<file path="config.mk">
export PLATFORM = sky130hd
export DESIGN_NAME = timing_statistics_accumulator_top
export DESIGN_NICKNAME = d
export VERILOG_FILES = /design/src/rtl/tsa_pkg.sv /design/src/rtl/timing_statistics_accumulator_top.sv /design/src/rtl/tsa_div.sv /design/src/rtl/tsa_stats.sv
export VERILOG_INCLUDE_DIRS = /design/src /design/src/rtl
export SDC_FILE = /design/constraint.sdc
export NUM_CORES = 1
export LEC_CHECK = 0
export BUFFER_PORTS_ARGS = -buffer_cell sky130_fd_sc_hd__buf_2
export CORE_AREA = 2 2 275 250
export CTS_CLUSTER_DIAMETER = 50
export DETAILED_ROUTE_END_ITERATION = 6
export DIE_AREA = 0 0 277 252
export HOLD_SLACK_MARGIN = 0.12
export PLACE_DENSITY = 0.76
export REMOVE_ABC_BUFFERS = 1
export SYNTH_ARGS = -nofsm -noshare
export SYNTH_HDL_FRONTEND = slang
export SYNTH_HIERARCHICAL = 1
export SYNTH_SLANG_ARGS = --single-unit
</file>
<file path="constraint.sdc">
create_clock -name clk -period 13.3 [get_ports clk]
set_clock_uncertainty 0.05 [all_clocks]
set_input_delay 2.66 -clock clk [delete_from_list [all_inputs] [get_ports clk]]
set_output_delay 2.66 -clock clk [all_outputs]
set_load 0.02 [all_outputs]
</file>
<file path="src/rtl/timing_statistics_accumulator_top_assert.svh">
// Assertion macros for the timing statistics accumulator.
`ifndef TIMING_STATISTICS_ACCUMULATOR_TOP_ASSERT_SVH
`define TIMING_STATISTICS_ACCUMULATOR_TOP_ASSERT_SVH

// Same-cycle implication, sampled on clk, off during reset.
`define TSA_ASSERT_SAME(lbl, ante, cons) \
    lbl: assert property (@(posedge clk) disable iff (!rst_n) (ante) |-> (cons)) \
        else $error("timing statistics assertion failed");

// Next-cycle implication, sampled on clk, off during reset.
`define TSA_ASSERT_NEXT(lbl, ante, cons) \
    lbl: assert property (@(posedge clk) disable iff (!rst_n) (ante) |=> (cons)) \
        else $error("timing statistics assertion failed");

`endif

</file>
<file path="src/rtl/tsa_pkg.sv">
// Shared types and constants of the timing statistics accumulator.
`timescale 1ns / 1ps
package tsa_pkg;

    localparam int CNT_W    = 32;
    localparam int TIME_W   = 64;
    localparam int STEP_W   = $clog2(TIME_W);

    typedef enum logic [1:0] {
        OP_ADD_ONE   = 2'd0,
        OP_ADD_BATCH = 2'd1,
        OP_READ_CLR  = 2'd2
    } op_t;

    typedef enum logic [2:0] {
        ST_IDLE,
        ST_BATCH_DIV,
        ST_APPLY,
        ST_MEAN_START,
        ST_MEAN_DIV,
        ST_FINISH
    } state_t;

    typedef struct packed {
        logic              upd;
        logic              clr;
        logic [TIME_W-1:0] value;
        logic [CNT_W-1:0]  add_cnt;
        logic [TIME_W-1:0] add_sum;
    } stats_ctl_t;

endpackage

</file>
<file path="src/rtl/timing_statistics_accumulator_top.sv">
// Top level of the timing statistics accumulator: sequencer, shared divider and result register.
`timescale 1ns / 1ps
// The block takes one transaction at a time and answers each with one result
// transaction carrying count, sum, minimum, maximum and truncated mean. An
// add-batch with a nonzero count takes longer than an add-sample, since the
// batch mean and the running mean both pass through the same bit-serial
// divider, which retires one quotient bit per cycle. Read-and-clear and the
// unused code take as long as an add-sample, and any transaction that leaves
// the count at zero skips the mean division. The divider sets the rate, unless
// the result side holds off.
// Results land in an output register, so the next input transaction is taken
// as soon as the previous one has been handed to that register, even if the
// downstream side has not yet taken it. Read-and-clear reports the statistics
// as they stood before the clear; all other operations report them after the
// update. Count wraps modulo 2^32 and sum modulo 2^64.
`include "timing_statistics_accumulator_top_assert.svh"
module timing_statistics_accumulator_top
    import tsa_pkg::*;
(
    input  logic              clk,
    input  logic              rst_n,
    input  logic              in_valid,
    output logic              in_ready,
    input  logic [1:0]        operation,
    input  logic [TIME_W-1:0] time_value,
    input  logic [CNT_W-1:0]  sample_count,
    output logic              out_valid,
    input  logic              out_ready,
    output logic [CNT_W-1:0]  total_count,
    output logic [TIME_W-1:0] total_sum,
    output logic [TIME_W-1:0] least_time,
    output logic [TIME_W-1:0] greatest_time,
    output logic [TIME_W-1:0] mean_time
);

    state_t            state_reg, state_next;
    op_t               op_reg, op_next;
    logic [TIME_W-1:0] tval_reg, tval_next;
    logic [CNT_W-1:0]  ncnt_reg, ncnt_next;
    logic              out_valid_reg, out_valid_next;
    logic [CNT_W-1:0]  res_count_reg;
    logic [TIME_W-1:0] res_sum_reg, res_min_reg, res_max_reg, res_mean_reg;

    logic              accept;
    logic              is_batch_in;
    logic              div_start, div_busy, div_done;
    logic [TIME_W-1:0] div_dividend, div_quotient;
    logic [CNT_W-1:0]  div_divisor;
    stats_ctl_t        ctl;
    logic [CNT_W-1:0]  st_count;
    logic [TIME_W-1:0] st_sum, st_min, st_max;
    logic              count_zero;
    logic              out_load;

    assign accept      = in_valid && in_ready;
    assign is_batch_in = (op_t'(operation) == OP_ADD_BATCH) && (sample_count != '0);
    assign count_zero  = (st_count == '0);

    // Hold the transaction fields for the whole run.
    always_comb
    begin
        op_next   = op_reg;
        tval_next = tval_reg;
        ncnt_next = ncnt_reg;
        if (accept)
        begin
            op_next   = op_t'(operation);
            tval_next = time_value;
            ncnt_next = sample_count;
        end
    end

    // Next state.
    always_comb
    begin
        state_next = state_reg;
        unique case (state_reg)
            ST_IDLE:
                if (accept)
                    state_next = is_batch_in ? ST_BATCH_DIV : ST_APPLY;
            ST_BATCH_DIV:
                if (div_done)
                    state_next = ST_APPLY;
            ST_APPLY:
                state_next = ST_MEAN_START;
            ST_MEAN_START:
                state_next = count_zero ? ST_FINISH : ST_MEAN_DIV;
            ST_MEAN_DIV:
                if (div_done)
                    state_next = ST_FINISH;
            ST_FINISH:
                if (out_load)
                    state_next = ST_IDLE;
            default:
                state_next = ST_IDLE;
        endcase
    end

    // Outputs of the sequencer.
    always_comb
    begin
        in_ready     = 1'b0;
        div_start    = 1'b0;
        div_dividend = time_value;
        div_divisor  = sample_count;
        out_load     = 1'b0;
        ctl          = '0;
        unique case (state_reg)
            ST_IDLE:
            begin
                in_ready  = 1'b1;
                // launch the batch mean straight from the input port
                div_start = in_valid && is_batch_in;
            end
            ST_APPLY:
            begin
                unique case (op_reg)
                    OP_ADD_ONE:
                    begin
                        ctl.upd     = 1'b1;
                        ctl.value   = tval_reg;
                        ctl.add_cnt = CNT_W'(1);
                        ctl.add_sum = tval_reg;
                    end
                    OP_ADD_BATCH:
                    begin
                        // empty batch leaves the statistics alone
                        ctl.upd     = (ncnt_reg != '0);
                        ctl.value   = div_quotient;
                        ctl.add_cnt = ncnt_reg;
                        ctl.add_sum = tval_reg;
                    end
                    default:
                        ctl.upd = 1'b0;
                endcase
            end
            ST_MEAN_START:
            begin
                div_start    = !count_zero;
                div_dividend = st_sum;
                div_divisor  = st_count;
            end
            ST_FINISH:
            begin
                out_load = !out_valid_reg || out_ready;
                // clear only once the pre-clear view is captured
                ctl.clr  = out_load && (op_reg == OP_READ_CLR);
            end
            default:
                in_ready = 1'b0;
        endcase
    end

    assign out_valid_next = out_load ? 1'b1 : (out_ready ? 1'b0 : out_valid_reg);

    always_ff @(posedge clk or negedge rst_n)
    begin
        if (!rst_n)
        begin
            state_reg     <= ST_IDLE;
            out_valid_reg <= 1'b0;
        end
        else
        begin
            state_reg     <= state_next;
            out_valid_reg <= out_valid_next;
        end
    end

    always_ff @(posedge clk)
    begin
        op_reg   <= op_next;
        tval_reg <= tval_next;
        ncnt_reg <= ncnt_next;
        if (out_load)
        begin
            res_count_reg <= st_count;
            res_sum_reg   <= st_sum;
            res_min_reg   <= st_min;
            res_max_reg   <= st_max;
            res_mean_reg  <= count_zero ? '0 : div_quotient;
        end
    end

    tsa_div u_div (
        .clk      (clk),
        .rst_n    (rst_n),
        .start    (div_start),
        .dividend (div_dividend),
        .divisor  (div_divisor),
        .busy     (div_busy),
        .done     (div_done),
        .quotient (div_quotient)
    );

    tsa_stats u_stats (
        .clk      (clk),
        .rst_n    (rst_n),
        .ctl      (ctl),
        .count    (st_count),
        .sum      (st_sum),
        .min_time (st_min),
        .max_time (st_max)
    );

    assign out_valid     = out_valid_reg;
    assign total_count   = res_count_reg;
    assign total_sum     = res_sum_reg;
    assign least_time    = res_min_reg;
    assign greatest_time = res_max_reg;
    assign mean_time     = res_mean_reg;

    // Divider must be idle whenever a new transaction can enter.
    `TSA_ASSERT_SAME(a_idle_div_free, in_ready, !div_busy)
    // Divider completion only shows up while the sequencer waits on it.
    `TSA_ASSERT_SAME(a_done_in_wait, div_done,
        (state_reg == ST_BATCH_DIV) || (state_reg == ST_MEAN_DIV))
    // A finished run always presents a result next cycle.
    `TSA_ASSERT_NEXT(a_load_shows, out_load, out_valid)
    // Reported mean is zero whenever the reported count is zero.
    `TSA_ASSERT_SAME(a_zero_mean, out_valid && (total_count == '0), mean_time == '0)

endmodule

</file>
<file path="src/rtl/tsa_div.sv">
// Bit-serial restoring divider: 64-bit dividend by 32-bit divisor, one quotient bit per cycle.
`timescale 1ns / 1ps
module tsa_div
    import tsa_pkg::*;
(
    input  logic              clk,
    input  logic              rst_n,
    input  logic              start,
    input  logic [TIME_W-1:0] dividend,
    input  logic [CNT_W-1:0]  divisor,
    output logic              busy,
    output logic              done,
    output logic [TIME_W-1:0] quotient
);

    logic              busy_reg, busy_next;
    logic              done_reg, done_next;
    logic [STEP_W-1:0] step_reg, step_next;
    logic [CNT_W-1:0]  rem_reg, rem_next;
    logic [TIME_W-1:0] quo_reg, quo_next;
    logic [CNT_W-1:0]  dvs_reg, dvs_next;
    logic [CNT_W:0]    shifted;
    logic [CNT_W+1:0]  diff;
    logic              ge;

    assign shifted = {rem_reg, quo_reg[TIME_W-1]};
    assign diff    = {1'b0, shifted} - {2'b00, dvs_reg};
    assign ge      = ~diff[CNT_W+1];

    always_comb
    begin
        busy_next = busy_reg;
        done_next = 1'b0;
        step_next = step_reg;
        rem_next  = rem_reg;
        quo_next  = quo_reg;
        dvs_next  = dvs_reg;
        if (start)
        begin
            busy_next = 1'b1;
            step_next = '0;
            rem_next  = '0;
            quo_next  = dividend;
            dvs_next  = divisor;
        end
        else if (busy_reg)
        begin
            // shift in one dividend bit, keep the partial remainder below the divisor
            rem_next  = ge ? diff[CNT_W-1:0] : shifted[CNT_W-1:0];
            quo_next  = {quo_reg[TIME_W-2:0], ge};
            step_next = step_reg + 1'b1;
            if (step_reg == STEP_W'(TIME_W - 1))
            begin
                busy_next = 1'b0;
                done_next = 1'b1;
            end
        end
    end

    always_ff @(posedge clk or negedge rst_n)
    begin
        if (!rst_n)
        begin
            busy_reg <= 1'b0;
            done_reg <= 1'b0;
            step_reg <= '0;
        end
        else
        begin
            busy_reg <= busy_next;
            done_reg <= done_next;
            step_reg <= step_next;
        end
    end

    always_ff @(posedge clk)
    begin
        rem_reg <= rem_next;
        quo_reg <= quo_next;
        dvs_reg <= dvs_next;
    end

    assign busy     = busy_reg;
    assign done     = done_reg;
    assign quotient = quo_reg;

endmodule

</file>
<file path="src/rtl/tsa_stats.sv">
// Running count, sum, minimum and maximum registers with update and clear.
`timescale 1ns / 1ps
module tsa_stats
    import tsa_pkg::*;
(
    input  logic              clk,
    input  logic              rst_n,
    input  stats_ctl_t        ctl,
    output logic [CNT_W-1:0]  count,
    output logic [TIME_W-1:0] sum,
    output logic [TIME_W-1:0] min_time,
    output logic [TIME_W-1:0] max_time
);

    logic [CNT_W-1:0]  count_reg, count_next;
    logic [TIME_W-1:0] sum_reg, sum_next;
    logic [TIME_W-1:0] min_reg, min_next;
    logic [TIME_W-1:0] max_reg, max_next;

    always_comb
    begin
        count_next = count_reg;
        sum_next   = sum_reg;
        min_next   = min_reg;
        max_next   = max_reg;
        // clear and update never arrive together; most cycles carry neither
        if (ctl.clr)
        begin
            count_next = '0;
            sum_next   = '0;
            min_next   = '0;
            max_next   = '0;
        end
        else if (ctl.upd)
        begin
            count_next = count_reg + ctl.add_cnt;
            sum_next   = sum_reg + ctl.add_sum;
            // first sample after reset, clear or wrap seeds both extremes
            if (count_reg == '0)
            begin
                min_next = ctl.value;
                max_next = ctl.value;
            end
            else
            begin
                if (ctl.value < min_reg)
                    min_next = ctl.value;
                if (ctl.value > max_reg)
                    max_next = ctl.value;
            end
        end
    end

    always_ff @(posedge clk or negedge rst_n)
    begin
        if (!rst_n)
        begin
            count_reg <= '0;
            sum_reg   <= '0;
            min_reg   <= '0;
            max_reg   <= '0;
        end
        else
        begin
            count_reg <= count_next;
            sum_reg   <= sum_next;
            min_reg   <= min_next;
            max_reg   <= max_next;
        end
    end

    assign count    = count_reg;
    assign sum      = sum_reg;
    assign min_time = min_reg;
    assign max_time = max_reg;

endmodule

</file>
# ---- Word-level counts from Yosys, hierarchy flattened
# Cells that the tools add are included.
dict set report word_totals {
  regBits 750
  inputBits 102
  wordCells 102
}
dict set report op_classes {
  add_sub_neg 4
  n_lt_le_gt_ge 2
  n_eq_ne 13
  n_mux 42
  bitwise_logic 1
  reduce_logical 20
}
# op count
set ops {}
lappend ops {{$mux 64} 13}
lappend ops {{$pmux 160 s2} 1}
lappend ops {{$mux 160} 1}
lappend ops {{$mux 32} 4}
lappend ops {{$add 64x64->64} 1}
lappend ops {{$gt 64x64->1} 1}
lappend ops {{$lt 64x64->1} 1}
lappend ops {{$reduce_bool 32->1} 2}
lappend ops {{$sub 33x32->34} 1}
lappend ops {{$add 32x32->32} 1}
lappend ops {{$logic_not 32->1} 1}
lappend ops {{$pmux 3 s6} 1}
lappend ops {{$mux 1} 13}
lappend ops {{$mux 3} 4}
lappend ops {{$mux 6} 2}
lappend ops {{$add 6x1->6 const B} 1}
lappend ops {{$eq 3x2->1 const B} 2}
lappend ops {{$eq 3x3->1 const B} 2}
lappend ops {{$eq 6x6->1 const B} 1}
lappend ops {{$reduce_bool 2->1} 3}
lappend ops {{$reduce_bool 3->1} 2}
lappend ops {{$eq 2x1->1 const B} 2}
lappend ops {{$logic_and 1x1->1} 4}
lappend ops {{$ne 2x1->1 const B} 2}
lappend ops {{other kinds (12)} 16}

# ---- Logic depth before layout (Yosys ltp)
# Gate-level depths: netlist of the first run.
dict set report logic_depth {
  ltp_word 8
  ltp_mapped 18
  ltp_nobuf 15
}

# ---- Hierarchy
# Netlist of the first run, hierarchy kept.
# module n_inst cells_per_inst area_per_inst_um2 seq_area_each_um2
set by_module_without_submodules {}
lappend by_module_without_submodules {tsa_stats 1 1865 17329.1 5605.4}
lappend by_module_without_submodules {timing_statistics_accumulator_top 1 889 15483.6 11691.2}
lappend by_module_without_submodules {tsa_div 1 608 7093.1 3723.6}

# ---- Least setup slack after synthesis of the first run
# OpenSTA, ideal clock, no wires.
dict set report synth_timing {
  path_kind {in2reg}
  startpoint {input out_ready}
  endpoint {register u_stats.max_reg[23] (netlist: u_stats/max_time[23])}
  setup_ns 0.125
  arrival_ns 11.646
  required_ns 13.125
  slack_ns 1.479
  path_stages 10
  n_path_buf 2
  cell_sequence {nand2b_1 > and3_1 > and3b_1 > clkbuf_1 > o21bai_1 > nor3_1 > o211a_1 > nor3_2 > buf_2 > mux2_2}
}
# item line
set synth_lines {}
lappend synth_lines {{start, declared} timing_statistics_accumulator_top.sv:28} ;# input logic out_ready,
lappend synth_lines {{end signal, assigned} tsa_stats.sv:68} ;# max_reg <= max_next;
lappend synth_lines {{end, declared} tsa_stats.sv:18} ;# logic [TIME_W-1:0] max_reg, max_next;

==> metrics, run 1 <==
critical path arrival about 6.7 ns; most frequent cell after synthesis edfxtp_1; pwr dens 237 mW/mm^2; drt drc 0; Crit-path slowest cell nor4_1; dpl ws 6.82 ns; antenna violations before repair 4; input/output buffers 391; sequential share of the synthesized area 0.527; Net Sw Frac 0.394; ys async rst share 0.315; crit-path max cell delay 0.83 ns; Mapped Cells roughly 3400; Max transition margin 0.221; Hold Path Class reg -> reg; CTS clk-pin slew, worst paths roughly 0.060 ns; CTS H-tree lvls 3; combinational share of power 0.407; RSZ-0062 raised after global routing false; storage element area 0.0210 mm^2; largest net degree at the start of global routing ~130; post-synth top area share 0.363; first-pass GRT wire length about 160 mm; layout cell share with drive strength beyond 1 0.243; CP Class reg -> reg; Post-DP Area ~0.043 mm^2; critical path, cell by cell or3_2 -> buf_4 -> nor2_1 -> ha_1 -> nand4_1 -> nor4_1 -> nand3_1 -> a211oi_1 -> o21ai_0 -> a41oi_1 -> nor2_4 -> buf_4 -> mux2_2; maximum buffer depth of the clock tree 3; leak pwr about 20 nW; final std cells w/o fill between 4000 and 5000; P_sw ~0.0042 W; # clock sinks between 700 and 800; die area between 0.06 and 0.07 mm^2; delay-heaviest family, CP simple AND/OR/NAND/NOR gates; placed insts roughly 4500; # resized after CTS 0; die width 277 um; final setup margin between 7 and 8 ns; Vias approximately 28000; FF+latch count, synth between 700 and 800; TritonCTS clock tree built; grt total ovfl 0; startpoint types register; Final Hold Viols 0; Hold-fix buffers, CTS 0; Synth Flop Type edfxtp_1; Buf+Inv Stages, Crit Path 2; mean area per synthesized cell about 12 um^2; part of the cycle the worst path needs 0.466; Final setup violation count 0; yosys warns 6; EDFF count, synth 482; worst skew pair latency 0.63 ns; area grow syn2layout 13.6%; synth cell count leaders edfxtp_1, mux2_2, ha_1, dfrtp_1, nor2_1; WP data required around 14 ns; # IOs 392; antenna diode count 0; CTS root buf clkbuf_16; setup bufs post-CTS 0; nets@finish 4079; clock power share 0.215; Multi-input gate area 0.0175 mm^2; total track usage 0.292; Tmin final 6.20 ns; Initial Utilization 0.599; Critical Path Sink Type register; Fillers 4979; max cap viols 0; ranking of synthesized cells by area edfxtp_1, dfrtp_1, ha_1, mux2_2, mux2i_1; status finished, final reports clean; post-synthesis cell area 0.0399 mm^2; Hold Slack ~0.42 ns; final slew viol count 0; GP Congestion 0.931; DP HPWL ~71 mm; die height roughly 250 um; largest fanout on the critical path 56; Max Fclk between 0.15 and 0.2 GHz; final wirelength ~100 mm; CTS Buf Count 85; Util after Layout 0.680; Routed wire per std cell between 20 and 25 um; Yosys cell types 98; core area 0.0667 mm^2; peak supply drop between 0.1 and 0.15 mV; Rows 90; initial DRC count around 2200; fin area 0.0453 mm^2; Pint ~0.0065 W; Sequential Power Share 0.378; Slew @ Worst Pin approximately 1.2 ns; vias per cell 6.01; First-pass DRT Iterations 5; Most common cell on crit path buf_4; cell taking the most area after synthesis edfxtp_1; vias in the first global route between 20000 and 30000; antenna-violating nets left 0
==> power groups by stage <==
stage | Sequential [W] | Combinational, W | Clock [W]
2_1_floorplan | 0.00411 | 0.00292 | 0
3_3_place_gp | 0.00407 | 0.00422 | 0
3_5_place_dp | 0.00408 | 0.00429 | 0
4_1_cts | 0.00404 | 0.00434 | 0.00233
5_1_grt | 0.00413 | 0.00473 | 0.00243
6_report | 0.00405 | 0.00437 | 0.00230
==> metal layers <==
| layer | global-route usage | share of wire |
|---|---|---|
| met2 | 0.470 | 0.47 |
| met4 | 0.0943 | 0.030 |
| met5 | 0 | 0.00039 |
| met1 | 0.405 | 0.44 |
| met3 | 0.0508 | 0.065 |
==> layout by cell type, fill, tap and decap left out, drive strengths merged, types with 27 or more instances in the layout <==
cell	count
and3	45
nor2	234
xor2	47
nand2	158
nand3	46
dfrtp	236
o21ai	117
inv	205
nand4	52
nor3	40
clkbuf	106
mux2i	118
buf	417
dfxtp	32
a21o	111
clkinv	27
ha	254
nor4	39
xnor2	66
and2	137
nor2b	79
a21oi	161
edfxtp	482
mux2	290
==> worst register-to-register path: stages (launching register included) <==
cell      delay, ns
dfrtp_1        0.62
or3_2          0.73
buf_4          0.57
nor2_1         0.19
ha_1           0.35
nand4_1        0.19
nor4_1         0.83
nand3_1        0.48
a211oi_1       0.32
o21ai_0        0.25
a41oi_1        0.37
nor2_4         0.13
buf_4          0.40
mux2_2         0.62
==> kinds of logic (layout without fill, tap and decap cells) <==
family | Yosys count | after routing | share of synthesized area
DFF | 750 | 750 | 0.527
AOI/OAI and AO/OA | 599 | 599 | 0.101
muxes | 408 | 408 | 0.111
adders and majority gates | 257 | 257 | 0.0811
and+or+nand+nor | 896 | 896 | 0.119
buffers and inverters | 339 | 769 | 0.0362
xor gates and xnor gates | 113 | 113 | 0.0248
==> path summary, 6_finish.rpt <==
| path | slack [ns] | endpoint | from | cells after the start |
|---|---|---|---|---|
| max in group asynchronous | 9.77 | u_stats/max_time[24] | rst_n | 2 |
| worst min register to register | 0.42 | least_time[37] | u_stats/min_time[37] | 0 |
| worst max-delay path | 7.10 | u_stats/min_time[60] | state_reg[0] | 13 |
| worst min-delay path | 0.42 | least_time[37] | u_stats/min_time[37] | 0 |
| worst max register to register | 7.10 | u_stats/min_time[60] | state_reg[0] | 13 |
| min in group asynchronous | 2.07 | u_stats/min_time[59] | rst_n | 1 |
==> area by class of cell <==
| class | instances | area share |
|---|---|---|
| Sequential cell | 750 | 0.464 |
| Clock inverter | 53 | 0.0105 |
| Tap cell | 874 | 0.0241 |
| Timing Repair Buffer | 417 | 0.0488 |
| Inverter | 193 | 0.0160 |
| Clock buffer | 106 | 0.0505 |
| Multi-Input combinational cell | 2273 | 0.386 |
==> through the flow <==
stage          TNS (ns)  total power [W]
2_1_floorplan   -426.50          0.00703
6_report              0           0.0107
4_1_cts               0           0.0107
5_1_grt               0           0.0113
3_5_place_dp          0          0.00837
3_3_place_gp          0          0.00828
Power figures use the tool's default switching activity.
==> run 2, diff against run 1 <==
- ABC_AREA: not set -> 1
- CORE_AREA: 2 2 275 250 -> 2 2 298 271
- DIE_AREA: 0 0 277 252 -> 0 0 300 273
- PLACE_DENSITY: 0.76 -> 0.73
- clock period: 13.3 -> 5.4 ns (I/O delays scaled with it)
==> run 2 against run 1 <==
Effect of this change: die area grew 17%; final cell count grew 47%; largest power group unchanged; synthesized cell count grew 60%; critical path type unchanged; total power grew to 2.6 times the previous value; the run now ends with DRC left.
==> metrics, run 2 <==
Max transition margin 0.215 (-0.00622); Rows 98 (+8.9%); dpl ws 0.707 ns (-6.11 ns); mean area per synthesized cell 7.99 um^2 (-33%); die width 300 um (+8.3%); status finished, violations left; vias in the first global route 35500 (+29%); drt drc 5 (+5); RSZ-0062 raised after global routing false; Final setup violation count 0 (unchanged); CTS H-tree lvls 3 (unchanged); part of the cycle the worst path needs 0.896 (+0.430); post-synth top area share 0.337 (-0.0257); leak pwr 23.5 nW (+19%); Routed wire per std cell 19.1 um (-13%); Tmin final 4.84 ns (-1.36 ns); die height 273 um (+8.3%); commonest non-fill, non-tap cells in the layout nand2_1, inv_1, nor2_1; layout cell share with drive strength beyond 1 0.114 (-0.130); final slew viol count 0 (unchanged); r2r worst-path depth 20 (+7); Hold Path Class in -> async; # clock sinks 750 (unchanged); met1 Track Usage GR 0.456 (+0.0512); FF+latch count, synth 750 (unchanged); synth cell count leaders nand2_1, inv_1, nor2_1, edfxtp_1, a21oi_1; first-pass GRT wire length 201 mm (+27%); Initial Utilization 0.546 (-0.0530); pwr dens 567 mW/mm^2 (+140%); area grow syn2layout 14.4%; input/output buffers 391 (unchanged); Hold Slack 0.417 ns (+0.00161 ns); antenna violations before repair 10 (+6); final wirelength 131 mm (+28%); startpoint types register; final setup margin 0.559 ns (-6.54 ns); CTS root buf clkbuf_16; Multi-input gate area 0.0182 mm^2 (+4.2%); core area 0.0787 mm^2 (+18%); ys async rst share 0.315 (unchanged); WP data required 5.94 ns (-7.82 ns); storage element area 0.0210 mm^2 (unchanged); DP HPWL 96.8 mm (+36%); setup bufs post-CTS 0 (unchanged); maximum buffer depth of the clock tree 3 (unchanged); EDFF count, synth 482 (unchanged); total track usage 0.315 (+0.0235); Vias 37700 (+35%); Synth Flop Type edfxtp_1; peak supply drop 1.05 mV (+670%); Slew @ Worst Pin 1.17 ns (+0.0156 ns); Yosys cell types 53 (-46%); largest net degree at the start of global routing 150 (+20%); die area 0.0819 mm^2 (+17%); largest fanout on the critical path 64 (+14%); met2 Usage GRT 0.481 (+0.0111); Fillers 6979 (+40%); # resized after CTS 0 (unchanged); met3 GRT Util 0.0512 (+0.000358); Final Hold Viols 0 (unchanged); post-synthesis cell area 0.0429 mm^2 (+7.6%); antenna-violating nets left 0 (unchanged); CP Class reg -> reg; most common cell after layout, fill and taps aside nand2_1; cell taking the most area after synthesis edfxtp_1; First-pass DRT Iterations 7 (+2); busiest grt layer met2; Hold-fix buffers, CTS 0 (unchanged); most frequent cell after synthesis nand2_1; failing checks DRC; Critical Path Sink Type register; critical path arrival 5.38 ns (-1.28 ns); # IOs 392 (unchanged); sequential share of the synthesized area 0.489 (-0.0373); vias per cell 5.49 (-8.6%); worst skew pair latency 0.66 ns (+0.03 ns); TritonCTS clock tree built; Max Fclk 0.207 GHz (+28%); CTS clk-pin slew, worst paths 0.06 ns (about the same); max cap viols 0 (unchanged); GP Congestion 0.990 (+6.4%); ranking of synthesized cells by area edfxtp_1, nand2_1, dfrtp_1, ha_1, inv_1; nets@finish 6096 (+49%); yosys warns 6 (unchanged); CTS Buf Count 93 (+9.4%); Mapped Cells 5374 (+60%); grt total ovfl 0 (unchanged); initial DRC count 3898 (+76%)
run 2: where the power goes:
part,switching [W],internal (W)
Sequential,0.00127,0.00795
Clock,0.00268,0.00409
Combinational,0.00842,0.00344
Total,0.0124,0.0155
run 2: worst paths after layout:
| kind | start | to | slack (ns) |
|---|---|---|---|
| setup reg to reg | state_reg[0] | u_stats/min_time[24] | 0.56 |
| hold reg to reg | u_div/rem_reg[21] | u_div/rem_reg[21] | 0.42 |
| hold / removal | rst_n | u_stats/min_time[31] | 0.42 |
| max in group asynchronous | rst_n | u_stats/min_time[0] | 3.67 |
| min in group clk | u_div/rem_reg[21] | u_div/rem_reg[21] | 0.42 |
| setup / recovery | state_reg[0] | u_stats/min_time[24] | 0.56 |
run 2: cell type report:
type,instances,area share
well taps,1050,0.0267
clock buffers,111,0.0502
multi-input cells,3710,0.371
flip-flops and latches,750,0.428
diodes,4,0.000204
clock inverters,65,0.0188
inverters,759,0.0584
repair buffers,423,0.0462
run 2: cells by family (layout without fill, tap and decap cells):
| logic type | count (synthesis) | in the layout | synth area share |
|---|---|---|---|
| flip-flops | 750 | 750 | 0.489 |
| other | 0 | 4 | 0 |
| AO/OA/AOI/OAI | 582 | 582 | 0.0725 |
| AND/OR/NAND/NOR | 2851 | 2851 | 0.272 |
| adder cells (fa/ha/maj) | 257 | 257 | 0.0754 |
| buffers and inverters | 914 | 1358 | 0.0871 |
| XOR/XNOR | 20 | 20 | 0.00408 |
run 2: metal layers:
layer	up-vias	wire, um
met5	-	73
met4	12	4750
met3	263	11300
met2	1705	57000
met1	17700	57800
li1	18000	-
run 2: critical path, stage by stage (launching register included):
cell and delay, ns:
dfrtp_1 0.44, nor3_2 0.22, clkinv_2 0.49, buf_4 0.42, buf_4 0.24, a21oi_1 0.33, ha_1 0.32, a21oi_1 0.17
nor2_1 0.06, nor3_1 0.16, nand2_1 0.08, nand2_1 0.06, nand2_1 0.15, nand2_1 0.10, nand2_1 0.12, nand2_1 0.12
nand2_1 0.07, nand2_2 0.09, buf_4 0.70, nand3_1 0.20, nand2_1 0.12
run 2: stage by stage:
step	area, um^2	TNS [ns]	util	power [W]	instances
after floorplan	42100	-2295.51	-	0.0168	5219
after global placement	45700	0	0.581	0.0206	6692
after detailed placement	45700	0	0.581	0.0208	6692
after CTS	49100	0	0.624	0.0277	6868
after global routing	49100	0	0.624	0.0296	6872
final	49100	0	0.624	0.0278	6872
